--- src/hw/rtl/lrupr_pkg.sv ---
// Shared types and constants for the LRU page replacement block.
// Used by every module under hw/rtl; depends on nothing else.
`default_nettype none

package lrupr_pkg;

  // Fixed widths of the port fields.
  localparam int PageWidth  = 16;
  localparam int CountWidth = 4;
  localparam int FaultWidth = 32;
  localparam int CfgWidth   = 4;

  // Defaults for the top-level parameters.
  localparam int DefaultMaxFrames = 8;
  localparam int DefaultPageBits  = 16;

  // Reset value of the frames-in-use register.
  localparam logic [CfgWidth-1:0] FramesReset = CfgWidth'(3);

  // The fault counter holds at this value.
  localparam logic [FaultWidth-1:0] FaultMax = '1;

  // One result item as it travels from the update logic to the result register.
  typedef struct packed {
    logic                  hit;
    logic                  evicted_valid;
    logic [PageWidth-1:0]  evicted_page;
    logic [CountWidth-1:0] resident_count;
    logic [FaultWidth-1:0] fault_total;
  } result_t;

endpackage

`default_nettype wire

--- src/hw/rtl/lrupr_in_stage.sv ---
// Input register of the LRU page replacement block.
// Holds one page reference until the update stage consumes it; uses lrupr_pkg.
`default_nettype none

module lrupr_in_stage (
  input  wire logic                             clk_i,
  input  wire logic                             rst_ni,
  input  wire logic                             in_valid_i,
  output      logic                             in_stall_o,
  input  wire logic [lrupr_pkg::PageWidth-1:0]  page_number_i,
  input  wire logic                             out_free_i,
  output      logic                             fire_o,
  output      logic [lrupr_pkg::PageWidth-1:0]  page_o
);

  logic                            valid_q, valid_d;
  logic [lrupr_pkg::PageWidth-1:0] page_q;
  logic                            accept;

  // The held item moves on when the result register can take its result.
  assign fire_o     = valid_q && out_free_i;
  assign in_stall_o = valid_q && !fire_o;
  assign accept     = in_valid_i && !in_stall_o;
  assign page_o     = page_q;

  // Occupancy of the input register.
  always_comb begin
    valid_d = valid_q;
    if (accept) begin
      valid_d = 1'b1;
    end else if (fire_o) begin
      valid_d = 1'b0;
    end
  end

  always_ff @(posedge clk_i or negedge rst_ni) begin
    if (!rst_ni) begin
      valid_q <= 1'b0;
    end else begin
      valid_q <= valid_d;
    end
  end

  // Payload is captured on every input transfer.
  always_ff @(posedge clk_i) begin
    if (accept) begin
      page_q <= page_number_i;
    end
  end

endmodule

`default_nettype wire

--- src/hw/rtl/lrupr_core.sv ---
// Recency list, occupancy, fault counter and the frames-in-use register.
// Does the whole lookup and list update for one reference; uses lrupr_pkg.
`default_nettype none

module lrupr_core #(
  parameter int MAX_FRAMES = lrupr_pkg::DefaultMaxFrames,
  parameter int PAGE_BITS  = lrupr_pkg::DefaultPageBits
) (
  input  wire logic                             clk_i,
  input  wire logic                             rst_ni,
  input  wire logic                             cfg_we_i,
  input  wire logic [lrupr_pkg::CfgWidth-1:0]   cfg_wdata_i,
  input  wire logic                             fire_i,
  input  wire logic [lrupr_pkg::PageWidth-1:0]  page_i,
  output      lrupr_pkg::result_t               result_o
);

  // Pages are compared on their low PAGE_BITS bits; the port carries at most 16.
  localparam int StoreBits = (PAGE_BITS < lrupr_pkg::PageWidth) ? PAGE_BITS
                                                                 : lrupr_pkg::PageWidth;
  localparam int OccW = $clog2(MAX_FRAMES + 1);
  localparam int IdxW = (MAX_FRAMES > 1) ? $clog2(MAX_FRAMES) : 1;
  localparam int CmpW = (OccW > lrupr_pkg::CfgWidth) ? OccW : lrupr_pkg::CfgWidth;

  logic [StoreBits-1:0]             list_q [MAX_FRAMES];
  logic [StoreBits-1:0]             list_d [MAX_FRAMES];
  logic [StoreBits-1:0]             nbr    [MAX_FRAMES];
  logic [OccW-1:0]                  occ_q, occ_d;
  logic [lrupr_pkg::FaultWidth-1:0] fault_q, fault_d;
  logic [lrupr_pkg::CfgWidth-1:0]   frames_q;

  logic [StoreBits-1:0]  page;
  logic [MAX_FRAMES-1:0] match;
  logic [IdxW-1:0]       pos;
  logic                  hit;
  logic [OccW-1:0]       cap;
  logic                  full;
  logic                  do_shift;
  logic [OccW-1:0]       shift_from;
  logic [OccW-1:0]       occ_last;

  // Each entry's upper neighbor; the top entry has none and keeps itself.
  for (genvar g = 0; g < MAX_FRAMES; g++) begin : g_nbr
    if (g < MAX_FRAMES - 1) begin : g_up
      assign nbr[g] = list_q[g + 1];
    end else begin : g_top
      assign nbr[g] = list_q[g];
    end
  end

  // Lookup across all resident entries and the resulting list update.
  always_comb begin
    page = StoreBits'(page_i);

    // Resident pages are distinct, so at most one entry matches and its
    // index is the OR of the matching indices.
    pos = '0;
    for (int i = 0; i < MAX_FRAMES; i++) begin
      match[i] = (OccW'(i) < occ_q) && (list_q[i] == page);
      if (match[i]) begin
        pos = pos | IdxW'(i);
      end
    end
    hit = |match;

    // Capacity is the register clamped to one through MAX_FRAMES.
    if (frames_q == '0) begin
      cap = OccW'(1);
    end else if (CmpW'(frames_q) > CmpW'(MAX_FRAMES)) begin
      cap = OccW'(MAX_FRAMES);
    end else begin
      cap = OccW'(frames_q);
    end
    full = (occ_q >= cap);

    // A hit and an eviction both close the gap and put the page on top;
    // an eviction closes the gap left by the least recent entry.
    do_shift   = hit || full;
    shift_from = hit ? OccW'(pos) : '0;
    occ_last   = occ_q - OccW'(1);

    for (int i = 0; i < MAX_FRAMES; i++) begin
      list_d[i] = list_q[i];
      if (do_shift) begin
        if (OccW'(i) == occ_last) begin
          list_d[i] = page;
        end else if ((OccW'(i) >= shift_from) && (OccW'(i + 1) < occ_q)) begin
          list_d[i] = nbr[i];
        end
      end else if (OccW'(i) == occ_q) begin
        list_d[i] = page;
      end
    end

    occ_d = do_shift ? occ_q : occ_q + OccW'(1);

    // Faults count up and hold at the maximum.
    fault_d = fault_q;
    if (!hit && (fault_q != lrupr_pkg::FaultMax)) begin
      fault_d = fault_q + lrupr_pkg::FaultWidth'(1);
    end

    result_o.hit            = hit;
    result_o.evicted_valid  = !hit && full;
    result_o.evicted_page   = (!hit && full) ? lrupr_pkg::PageWidth'(list_q[0]) : '0;
    result_o.resident_count = lrupr_pkg::CountWidth'(occ_d);
    result_o.fault_total    = fault_d;
  end

  // Control state and the configuration register.
  always_ff @(posedge clk_i or negedge rst_ni) begin
    if (!rst_ni) begin
      occ_q    <= '0;
      fault_q  <= '0;
      frames_q <= lrupr_pkg::FramesReset;
    end else begin
      if (fire_i) begin
        occ_q   <= occ_d;
        fault_q <= fault_d;
      end
      if (cfg_we_i) begin
        frames_q <= cfg_wdata_i;
      end
    end
  end

  // Recency list entries; entries at or above the occupancy are never read.
  always_ff @(posedge clk_i) begin
    if (fire_i) begin
      for (int i = 0; i < MAX_FRAMES; i++) begin
        list_q[i] <= list_d[i];
      end
    end
  end

endmodule

`default_nettype wire

--- src/hw/rtl/lrupr_out_stage.sv ---
// Result register of the LRU page replacement block.
// Holds one result until the receiver takes it; uses lrupr_pkg.
`default_nettype none

module lrupr_out_stage (
  input  wire logic                             clk_i,
  input  wire logic                             rst_ni,
  input  wire logic                             load_i,
  input  wire lrupr_pkg::result_t               result_i,
  output      logic                             out_free_o,
  output      logic                             out_valid_o,
  input  wire logic                             out_stall_i,
  output      logic                             hit_o,
  output      logic                             evicted_valid_o,
  output      logic [lrupr_pkg::PageWidth-1:0]  evicted_page_o,
  output      logic [lrupr_pkg::CountWidth-1:0] resident_count_o,
  output      logic [lrupr_pkg::FaultWidth-1:0] fault_total_o
);

  logic               valid_q, valid_d;
  lrupr_pkg::result_t res_q;

  // The register can load when empty or when its result leaves this cycle.
  assign out_free_o = !valid_q || !out_stall_i;

  always_comb begin
    valid_d = valid_q;
    if (load_i) begin
      valid_d = 1'b1;
    end else if (!out_stall_i) begin
      valid_d = 1'b0;
    end
  end

  always_ff @(posedge clk_i or negedge rst_ni) begin
    if (!rst_ni) begin
      valid_q <= 1'b0;
    end else begin
      valid_q <= valid_d;
    end
  end

  always_ff @(posedge clk_i) begin
    if (load_i) begin
      res_q <= result_i;
    end
  end

  assign out_valid_o      = valid_q;
  assign hit_o            = res_q.hit;
  assign evicted_valid_o  = res_q.evicted_valid;
  assign evicted_page_o   = res_q.evicted_page;
  assign resident_count_o = res_q.resident_count;
  assign fault_total_o    = res_q.fault_total;

endmodule

`default_nettype wire

--- src/hw/rtl/lru_page_replacement.sv ---
// Top level of the fully associative LRU page replacement block.
// Instantiates lrupr_in_stage, lrupr_core and lrupr_out_stage; uses lrupr_pkg.
//
// Usage:
//   Input channel: in_valid_i, in_stall_o and page_number_i. One page
//   reference is transferred at a clock edge with in_valid_i high and
//   in_stall_o low.
//   Output channel: out_valid_o, out_stall_i and the result fields. One
//   result is transferred at an edge with out_valid_o high and out_stall_i low.
//   Configuration: cfg_we_i writes cfg_wdata_i into frames_in_use at once;
//   write it only while no reference is in flight.
//   Path: a reference waits in the input register, then its result is loaded
//   into the result register. Throughput: one reference per cycle while
//   out_stall_i is low; the lookup and list update are combinational between
//   the two registers, so the next reference sees the updated list.
//   Reset: clears both stage valids, the occupancy and the fault count, and
//   sets frames_in_use to 3. The list entries need no clearing.
//   Stall: while out_stall_i holds a result, the next reference waits in the
//   input register and in_stall_o rises once that register is full.
`default_nettype none

module lru_page_replacement #(
  parameter int MAX_FRAMES = lrupr_pkg::DefaultMaxFrames,
  parameter int PAGE_BITS  = lrupr_pkg::DefaultPageBits
) (
  input  wire logic                             clk_i,
  input  wire logic                             rst_ni,
  input  wire logic                             cfg_we_i,
  input  wire logic [lrupr_pkg::CfgWidth-1:0]   cfg_wdata_i,
  input  wire logic                             in_valid_i,
  output      logic                             in_stall_o,
  input  wire logic [lrupr_pkg::PageWidth-1:0]  page_number_i,
  output      logic                             out_valid_o,
  input  wire logic                             out_stall_i,
  output      logic                             hit_o,
  output      logic                             evicted_valid_o,
  output      logic [lrupr_pkg::PageWidth-1:0]  evicted_page_o,
  output      logic [lrupr_pkg::CountWidth-1:0] resident_count_o,
  output      logic [lrupr_pkg::FaultWidth-1:0] fault_total_o
);

  logic                            out_free;
  logic                            fire;
  logic [lrupr_pkg::PageWidth-1:0] page;
  lrupr_pkg::result_t              res;

  // Input register.
  lrupr_in_stage u_in_stage (
    .clk_i         (clk_i),
    .rst_ni        (rst_ni),
    .in_valid_i    (in_valid_i),
    .in_stall_o    (in_stall_o),
    .page_number_i (page_number_i),
    .out_free_i    (out_free),
    .fire_o        (fire),
    .page_o        (page)
  );

  // Lookup and list update.
  lrupr_core #(
    .MAX_FRAMES (MAX_FRAMES),
    .PAGE_BITS  (PAGE_BITS)
  ) u_core (
    .clk_i       (clk_i),
    .rst_ni      (rst_ni),
    .cfg_we_i    (cfg_we_i),
    .cfg_wdata_i (cfg_wdata_i),
    .fire_i      (fire),
    .page_i      (page),
    .result_o    (res)
  );

  // Result register.
  lrupr_out_stage u_out_stage (
    .clk_i            (clk_i),
    .rst_ni           (rst_ni),
    .load_i           (fire),
    .result_i         (res),
    .out_free_o       (out_free),
    .out_valid_o      (out_valid_o),
    .out_stall_i      (out_stall_i),
    .hit_o            (hit_o),
    .evicted_valid_o  (evicted_valid_o),
    .evicted_page_o   (evicted_page_o),
    .resident_count_o (resident_count_o),
    .fault_total_o    (fault_total_o)
  );

`ifndef SYNTHESIS
  // The input side only stalls behind a result that the receiver holds.
  a_stall_cause: assert property (@(posedge clk_i) disable iff (!rst_ni)
    in_stall_o |-> (out_valid_o && out_stall_i))
    else $error("input stalled without a held result");

  // A hit never evicts a page.
  a_hit_no_evict: assert property (@(posedge clk_i) disable iff (!rst_ni)
    (fire && res.hit) |-> !res.evicted_valid)
    else $error("hit reported an eviction");

  // Without an eviction the evicted page reads as zero.
  a_evict_zero: assert property (@(posedge clk_i) disable iff (!rst_ni)
    (fire && !res.evicted_valid) |-> (res.evicted_page == '0))
    else $error("evicted page not zero without an eviction");

  // A loaded result appears on the output in the next cycle.
  a_load_shows: assert property (@(posedge clk_i) disable iff (!rst_ni)
    fire |=> (out_valid_o && (hit_o == $past(res.hit))))
    else $error("loaded result not presented");
`endif

endmodule

`default_nettype wire

--- config.mk ---
export PLATFORM = sky130hd
export DESIGN_NAME = lru_page_replacement
export DESIGN_NICKNAME = d
export VERILOG_FILES = /design/src/hw/rtl/lrupr_pkg.sv /design/src/hw/rtl/lrupr_in_stage.sv /design/src/hw/rtl/lrupr_core.sv /design/src/hw/rtl/lrupr_out_stage.sv /design/src/hw/rtl/lru_page_replacement.sv
export SDC_FILE = /design/constraint.sdc
export NUM_CORES = 1
export LEC_CHECK = 0
export BUFFER_PORTS_ARGS = -buffer_cell sky130_fd_sc_hd__buf_4
export CORE_ASPECT_RATIO = 1.1
export CORE_MARGIN = 2
export CORE_UTILIZATION = 46
export DETAILED_ROUTE_END_ITERATION = 8
export SYNTH_ARGS = -nofsm -noshare
export SYNTH_HDL_FRONTEND = slang
export SYNTH_SLANG_ARGS = --single-unit
--- constraint.sdc ---
create_clock -name clk_i -period 4.7 [get_ports clk_i]
set_input_delay 0.235 -clock clk_i [delete_from_list [all_inputs] [get_ports clk_i]]
set_output_delay 0.235 -clock clk_i [all_outputs]
set_load 0.05 [all_outputs]
Yosys cells after proc, flatten, opt, wreduce, memory -nomap -nowiden
Memory sizes are Yosys's and may differ from the RTL's.
Index checks and enable logic that the tools add are counted.
{ "op_classes": {"n_addsub": 3, "n_lt_le_gt_ge": 17, "eq_ne": 24, "n_mux": 49, "reduce_logical": 32} }
{ "ops": {"columns": ["cell", "n"], "rows": [
  ["$mux W16", 31],
  ["$eq A16 B16 Y1", 8],
  ["$add A32 B1 Y32 const B", 1],
  ["$eq A3 B4 Y1 const A", 8],
  ["$mux W32", 1],
  ["$ne A32 B32 Y1 const B", 1],
  ["$logic_and A1 B1 Y1", 20],
  ["$eq A2 B4 Y1 const A", 4],
  ["$lt A3 B4 Y1 const A", 4],
  ["$mux W3", 5],
  ["$ge A3 B4 Y1 const A", 3],
  ["$logic_not A4 Y1", 3],
  ["$mux W4", 3],
  ["$eq A1 B4 Y1 const A", 2],
  ["$ge A1 B4 Y1 const A", 2],
  ["$ge A2 B4 Y1 const A", 2],
  ["$lt A1 B4 Y1 const A", 2],
  ["$lt A2 B4 Y1 const A", 2],
  ["$reduce_or A8 Y1", 1],
  ["$mux W1", 7],
  ["$logic_not A1 Y1", 5],
  ["$add A4 B1 Y4 const B", 1],
  ["$ge A4 B4 Y1", 1],
  ["$gt A4 B4 Y1 const B", 1],
  ["other kinds (5)", 7]
]} }
{ "word_totals": {"reg_bits": 112, "mem_bits_rw": 128, "in_bits": 25, "output_inout_bits": 56, "elab_cells": 137, "n_memories": 1} }
{ "mem_list": {"columns": ["memory", "words", "width", "rd", "rd_clocked_by_memory_dff", "write_ports", "line", "text"], "rows": [
  ["u_core.list_q", 8, 16, 8, 0, 8, "lrupr_core.sv:25", "logic [StoreBits-1:0] list_q [MAX_FRAMES];"]
]} }

Depth between registers and ports, before layout
Gate-level depths: netlist of run 1.
An unclocked memory read counts as a cell.
{ "logic_depth": {"word_depth": 16, "mapped_depth": 13, "mapped_depth_nobuf": 11} }

Modules after synthesis
Synthesis of run 1 repeated with hierarchy kept, for this count alone.
{ "hier_totals": {"hier_cells": 912, "area_unflattened_um2": 12436.9} }
{ "by_module_without_submodules": {"columns": ["module", "instances", "cells_per_inst", "area_each_um2", "seq_area_each_um2"], "rows": [
  ["lrupr_core", 1, 833, 10234.8, 4847.1],
  ["lrupr_out_stage", 1, 57, 1657.8, 1646.6],
  ["lrupr_in_stage", 1, 22, 544.3, 505.5]
]} }

Worst setup path after synthesis of run 1
No wires, ideal clock.
{ "synth_path": {"path_kind": "register -> register", "startpoint": "register u_core.occ_q[0] (netlist name)", "endpoint": "memory u_core.list_q[0][32] (netlist bit) (enable)", "setup_time_ns": 0.417, "arrival_ns": 3.743, "t_required_ns": 4.283, "slack_ns": 0.540, "path_stages_with_launch": 14, "n_path_buf": 3, "synth_period_minus_slack_ns": 4.160, "cell_sequence": "dfrtp_1 > inv_1 > ha_1 > inv_1 > a21oi_1 > nor3_1 > a22oi_1 > and3_1 > buf_2 > and3_4 > buf_6 > a21oi_4 > buf_8 > a221oi_1"} }
{ "synth_rtl": {"columns": ["element", "line"], "rows": [
  ["end: declaration", "lrupr_core.sv:25"]
]} }

==> qor.csv, run 1 <==
stage,metric,value,unit
sta,fin_skew,0.0265,ns
detailed_routing,ant_nets,0,
placed_design,gp_congestion,0.803,
placed_design,place_area,0.0132,mm²
final_layout,final_layout_size_suffix_gt1_share,27.9,%
sta,worstMarginPinSlew,0.909,ns
run,maxCapViolations,0,
detailed_routing,first_iter_violations,328,
sta,setup_viol,0,
setup_path,cp.required,4.98,ns
yosys,syn_nets,936,
detailed_routing,wire_per_inst,16.7,µm
sta,hold_viol_final,0,
yosys,netlist_area,0.0123,mm²
setup_path,worstSetupEndpointType,register,
global_routing,antenna_found_initial,0,
detailed_routing,drtPass1Iterations,4,
sta,max_freq,261,MHz
setup_path,critical_path_class,reg2reg,
setup_path,critPathLaunchType,register,
detailed_routing,via_per_inst,5.04,
sta,min_period,3.83,ns
yosys,synth_area_per_cell,13.7,µm²
min_path,min_path_type,in2async,
yosys,ys.flop_type,edfxtp_1,
clock_tree,htreeDepth,1,
clock_tree,path_clk_slew,0.06,ns
yosys,synth_enable_flop_cells,198,
yosys,synth_largest_area_cell,edfxtp_1,
sta,drv_slew,0,
detailed_routing,route.met3.wl,698,µm
die,ios,81,
final_layout,final_nets,1040,
clock_tree,cts_tree,built,
clock_tree,cts_buffers,26,
clock_tree,clockRootBuffer,clkbuf_16,
final_layout,stdcell_area,0.0144,mm²
sta,fin_crit_sh,81.4,%
yosys,synth_commonest_cells,"edfxtp_1, xor2_1, xnor2_1",
placed_design,hpwlAfterDp,16.5,mm
power_and_ir_drop,power_density,612,mW/mm²
final_layout,diodes,0,
placed_design,port_buffers,80,
yosys,synth_cell_types,44,
yosys,synth_area_leaders,"edfxtp_1, dfrtp_1, xor2_1",
yosys,yosysTopAreaCellShare,48.2,%
die,die_y,176,µm
yosys,synth-async-reset-ratio,17.5,%
status,status,"complete, no violations",
yosys,synth_most_common_cell,edfxtp_1,
die,core,0.0262,mm²
placed_design,pre_cts_slack,0.760,ns
clock_tree,clock_latency,0.53,ns
clock_tree,post_cts_buffers,0,
power_and_ir_drop,leakagePower,5.62,nW
global_routing,grt_pass1_wl,37.6,mm
sta,slew_headroom,39.4,%
die,core.rowCount,62,
detailed_routing,drt_wl_total,23.0,mm
global_routing,overflow,0,
die,fp.dieW,160,µm
global_routing,grt_usage,16.7,%
die,start_util,47.0,%
sta,rsz0062_at_grt,false,
yosys,synthCells,901,
detailed_routing,wl_met2,11.0,mm
detailed_routing,top_layer,met4,
detailed_routing,wl_met1,10.7,mm
global_routing,grt_pass1_vias,7092,
yosys,synth-seq-cells,240,
die,dieArea,0.0281,mm²
yosys,ys_seq_area_share,56.8,%
global_routing,grt_max_degree,59,
sta,setup_tns,0,ns
clock_tree,clk_path_buf_depth,3,
setup_path,arrival,4.11,ns
yosys,yosysWarnings,0,
sta,worst_slack,0.872,ns
detailed_routing,vias,6946,
setup_path,crit_path_max_fanout,20,
detailed_routing,drc,0,
final_layout,area_delta_synth_final,16.8,%
power_and_ir_drop,ir_worst_vdd,336,µV
clock_tree,cts.sinks,240,
==> path summary, 6_finish.rpt <==
| kind | from | end | cells after the start | slack (ns) |
|---|---|---|---|---|
| setup / recovery | u_in_stage.page_o[7] | u_core.list_q[0][1] | 8 | 0.87 |
| hold / removal | rst_ni | u_core.fault_q[21] | 2 | 0.25 |
| setup reg to reg | u_in_stage.page_o[7] | u_core.list_q[0][1] | 8 | 0.87 |
| hold reg to reg | u_in_stage.valid_q | u_out_stage.out_valid_o | 1 | 0.49 |
| max in group asynchronous | rst_ni | u_in_stage.valid_q | 2 | 4.02 |
| min in group clk_i | page_number_i[1] | u_in_stage.page_o[1] | 2 | 0.44 |
==> registers in the layout (all words and copies together), names as in the netlist <==
| register | flops |
|---|---|
| u_out_stage.evicted_valid_o | 1 |
| u_out_stage.hit_o | 1 |
| u_core.fault_q | 32 |
| u_core.list_q | 128 |
| u_in_stage.page_o | 16 |
| u_out_stage.fault_total_o | 32 |
| u_out_stage.resident_count_o | 4 |
| u_core.frames_q | 4 |
| u_in_stage.valid_q | 1 |
| u_out_stage.out_valid_o | 1 |
| u_out_stage.evicted_page_o | 16 |
| u_core.occ_q | 4 |
==> layout make-up <==
| class | instances | area [µm²] |
|---|---|---|
| Clock buffer | 38 | 757 |
| Clock inverter | 10 | 149 |
| Fill cell | 2242 | 11800 |
| Inverter | 13 | 48.8 |
| Multi-Input combinational cell | 590 | 4930 |
| Sequential cell | 240 | 7000 |
| Tap cell | 352 | 440 |
| Timing Repair Buffer | 134 | 1080 |
==> repair_timing <==
item,in CTS,in global routing
hold endpoints to repair,62,0
endpoints found under the setup margin,0,0
hold buffers,28,0
resized for setup,0,0
==> through the flow <==
| stage | power (mW) | hold WS, ns | util, % | std cells |
|---|---|---|---|---|
| 2_1_floorplan | 6.15 | -0.0606 | - | 901 |
| 3_3_place_gp | 6.69 | 0.278 | 50.4 | 1301 |
| 3_5_place_dp | 6.74 | 0.280 | 50.4 | 1301 |
| 4_1_cts | 8.92 | 0.259 | 54.9 | 1377 |
| 5_1_grt | 9.28 | 0.299 | 54.9 | 1377 |
| 6_report | 8.82 | 0.251 | 54.9 | 1377 |
==> cell families (layout without fill, tap and decap cells) <==
logic type | Yosys count | count (layout) | share of synthesized area (%)
XOR/XNOR | 195 | 195 | 13.8
flip-flops | 240 | 240 | 56.8
AND/OR/NAND/NOR | 230 | 230 | 9.78
AO/OA/AOI/OAI | 37 | 37 | 2.56
buffers and inverters | 71 | 195 | 3.62
multiplexers | 118 | 118 | 12.4
adder cells (fa/ha/maj) | 10 | 10 | 1.01
==> worst max-delay path, stage by stage, from the launching register on <==
cell and delay [ns]:
edfxtp_1 0.79, xnor2_1 0.20, nand4_1 0.14, nor4_1 0.47, a22oi_1 0.23, and3_1 0.34
and3_4 0.37, a21oi_4 0.61, mux2_2 0.42
==> cells in the final DEF (no fill, tap or decap), types with 4 or more instances in the layout <==
cell           netlist  routed
a21oi_1              8       8
a21oi_4              7       7
a221oi_2             0       7
and2_1              17      17
and3_1               6       6
buf_4                4     106
bufinv_16            0       4
clkbuf_1             9       7
clkbuf_16            0      27
clkbuf_8             0       4
clkinv_2             0       5
dfrtp_1             40      40
dlygate4sd3_1        0      28
edfxtp_1           198     198
ha_1                10      10
inv_1               13      12
mux2_2              64      64
mux2_4              54      54
nand2_1             32      32
nand2b_1             6       6
nand3_1             30      30
nand3b_1             4       4
nand4_1             26      26
nor2_1              44      44
nor3_1              28      28
nor4_1              18      18
o21ai_0              6       6
or3_1                9       9
xnor2_1             94      94
xor2_1             101     101
==> report_power, final <==
part | switching [mW] | total, mW | internal (mW)
logic | 1.70 | 3.24 | 1.54
clock network | 0.791 | 2.12 | 1.33
registers | 0.345 | 3.46 | 3.11
total | 2.83 | 8.82 | 5.99
==> layer usage <==
metal,up-vias,track usage (%)
met5,-,0
met3,40,2.03
met4,0,5.29
met2,120,28.4
met1,3326,22.5
li1,3460,-
No activity file was read; power rests on OpenSTA's default activity.
==> inputs of run 2 (changes only) <==
--- a/config.mk
+++ b/config.mk
@@ -10,6 +10,7 @@
 export CORE_MARGIN = 2
 export CORE_UTILIZATION = 46
 export DETAILED_ROUTE_END_ITERATION = 8
+export PLACE_DENSITY = 0.66
 export SYNTH_ARGS = -nofsm -noshare
 export SYNTH_HDL_FRONTEND = slang
 export SYNTH_SLANG_ARGS = --single-unit
==> constraint.sdc (replaced) <==
create_clock -name clk_i -period 3.15 [get_ports clk_i]
set_input_delay 0.1575 -clock clk_i [delete_from_list [all_inputs] [get_ports clk_i]]
set_output_delay 0.1575 -clock clk_i [all_outputs]
set_load 0.05 [all_outputs]
==> qor.csv, run 2 (synthesized netlist as in run 1, its figures left out) <==
stage,metric,value,unit,change
final_layout,largest_reg_flops,128,,unchanged
sta,max_freq,317,MHz,+21%
die,fp.dieW,160,µm,unchanged
global_routing,grt_util_met1,23.4,%,+0.90 points
final_layout,diodes,0,,unchanged
setup_path,r2r_setup_slack,-0.002,ns,-0.87 ns
clock_tree,htreeDepth,1,,unchanged
die,dieArea,0.0281,mm²,unchanged
sta,hold_viol_final,0,,unchanged
setup_path,cp_cell_sequence,buf_6 > buf_6 > xor2_2 > nor4_2 > nand4_1 > o41a_1 > and3_4 > buf_6 > a21oi_4 > buf_12 > mux2_2,,
detailed_routing,drc,0,,unchanged
sta,setup_viol,1,,+1
global_routing,grt-busiest-layer,met2,,
global_routing,grt_pass1_vias,7602,,+7.2%
min_path,min_path_type,in2async,,
clock_tree,path_clk_slew,0.06,ns,about the same
die,die_y,176,µm,unchanged
placed_design,port_buffers,80,,unchanged
sta,setup_tns,-0.00230,ns,-0.00230 ns
final_layout,final_layout_size_suffix_gt1_share,36.9,%,+9.0 points
placed_design,dpl.cell_count,1368,,+5.1%
setup_path,crit_slowest_cell,o41a_1,,
clock_tree,clock_latency,0.55,ns,+0.02 ns
setup_path,r2r-start,u_in_stage.page_o[3],,
setup_path,crit_path_max_fanout,16,,-20%
setup_path,rr_worst_depth,11,,+3
setup_path,timing.critical_path.mode_cell,buf_6,,
setup_path,cp.required,3.44,ns,-1.54 ns
clock_tree,clockRootBuffer,clkbuf_16,,
sta,fin_skew,0.0252,ns,-0.00129 ns
sta,rsz0062_at_grt,true,,
detailed_routing,vias,7559,,+8.8%
die,start_util,47.0,%,unchanged
clock_tree,clk_path_buf_depth,3,,unchanged
final_layout,final_cell_mix,"edfxtp_1, buf_4, xor2_1, xnor2_1, mux2_4",,
sta,drv_slew,0,,unchanged
detailed_routing,drtPass1Iterations,4,,unchanged
detailed_routing,first_iter_violations,333,,+1.5%
final_layout,final_common_cell,edfxtp_1,,
detailed_routing,wire_per_inst,17.4,µm,+4.4%
global_routing,overflow,0,,unchanged
power_and_ir_drop,ir_worst_vdd,540,µV,+61%
die,core.rowCount,62,,unchanged
global_routing,grt_usage,18.0,%,+1.3 points
placed_design,hpwlAfterDp,17.7,mm,+7.0%
global_routing,grt_pass1_wl,40.3,mm,+7.4%
final_layout,area_delta_synth_final,28.6,%,
power_and_ir_drop,leakagePower,6.34,nW,+13%
clock_tree,cts_buffers,26,,unchanged
status,violations,negative setup slack,,
detailed_routing,ant_nets,0,,unchanged
sta,fin_crit_sh,100,%,+19 points
die,ios,81,,unchanged
run,maxCapViolations,0,,unchanged
final_layout,final_cells,1486,,+7.9%
sta,worstMarginPinSlew,0.933,ns,+0.0246 ns
sta,slew_headroom,37.6,%,-1.8 points
setup_path,reg2reg_to,u_core.list_q[0][17],,
final_layout,largest-register,u_core.list_q,,
placed_design,gp_congestion,0.813,,+1.3%
setup_path,arrival,3.45,ns,-0.66 ns
setup_path,critPathLaunchType,register,,
setup_path,crit_cells,11,,+3
setup_path,critical_path_buf_inv_count,4,,+4
final_layout,fill_cells,2056,,-8.3%
global_routing,grt_use_met3,2.36,%,+0.33 points
final_layout,final_nets,1149,,+10%
setup_path,crit_path_end,u_core.list_q[0][17],,
setup_path,worstSetupEndpointType,register,,
clock_tree,cts.sinks,240,,unchanged
global_routing,grt_max_degree,53,,-10%
global_routing,antenna_found_initial,0,,unchanged
detailed_routing,drt_wl_total,25.9,mm,+13%
power_and_ir_drop,power_density,946,mW/mm²,+54%
sta,worst_slack,-0.00230,ns,-0.874 ns
setup_path,critical_path_class,reg2reg,,
detailed_routing,via_per_inst,5.09,,+0.84%
die,core,0.0262,mm²,unchanged
sta,min_period,3.15,ns,-0.676 ns
setup_path,worstSetupStartpoint,u_in_stage.page_o[3],,
setup_path,path_delay_family,simple AND/OR/NAND/NOR gates,,
clock_tree,cts_tree,built,,
global_routing,use_met2,31.7,%,+3.3 points
setup_path,critPathMaxStageDelay,0.48,ns,-0.31 ns
status,status,"complete, but fails checks",,
[run 2: area by class of cell]
cell class	instances	area, µm²	area share [%]
sequential	240	7000	44.2
multi-input combinational	593	5250	33.1
timing repair buffer	240	2290	14.4
clock buffer	33	697	4.39
tap	352	440	2.78
clock inverter	15	133	0.836
inverter	13	48.8	0.308
[run 2: worst min path at each step]
stage          startpoint                  to
2_1_floorplan      rst_ni   u_core.fault_q[0]
3_3_place_gp       rst_ni  u_core.fault_q[31]
3_5_place_dp       rst_ni  u_core.fault_q[25]
4_1_cts            rst_ni  u_core.fault_q[25]
5_1_grt            rst_ni  u_core.fault_q[31]
6_report           rst_ni  u_core.fault_q[25]
[run 2: what timing repair did]
| action | 4_1_cts | 5_1_grt |
|---|---|---|
| gates resized for setup | 21 | 32 |
| endpoints found under the hold margin | 62 | 0 |
| buffers inserted | 23 | 14 |
| hold buffers | 29 | 0 |
| pin swaps | 8 | 1 |
| gates cloned | 4 | 3 |
| endpoints found under the setup margin | 228 | 245 |
[run 2: worst register-to-register path, stage by stage (launching register included)]
cell and delay, ns:
edfxtp_1 0.38, buf_6 0.15, buf_6 0.13, xor2_2 0.14
nor4_2 0.31, nand4_1 0.15, o41a_1 0.48, and3_4 0.29
buf_6 0.14, a21oi_4 0.19, buf_12 0.19, mux2_2 0.35
[run 2: per-layer routing]
| metal | vias up | wire (µm) |
|---|---|---|
| met5 | - | 0 |
| met4 | 0 | 554 |
| met3 | 40 | 888 |
| met2 | 136 | 12900 |
| met1 | 3708 | 11500 |
| li1 | 3675 | - |
[run 2: where the power goes]
group | internal [mW] | total [mW] | switching, mW | leakage (nW)
Clock | 1.73 | 2.95 | 1.22 | 0.416
Combinational | 3.69 | 6.93 | 3.24 | 3.52
Sequential | 4.65 | 5.12 | 0.475 | 2.41
[run 2: metrics by stage]
stage	setup WS, ns	hold WS (ns)	util (%)	cell area [µm²]	power, mW
2_1_floorplan	0.0117	-0.138	-	12500	9.44
3_3_place_gp	-0.234	0.190	53.3	14000	10.8
3_5_place_dp	-0.279	0.193	53.3	14000	10.9
4_1_cts	-0.0148	0.190	59.3	15500	14.6
5_1_grt	-0.0951	0.235	60.5	15900	15.7
6_report	-0.00230	0.169	60.5	15900	15.0
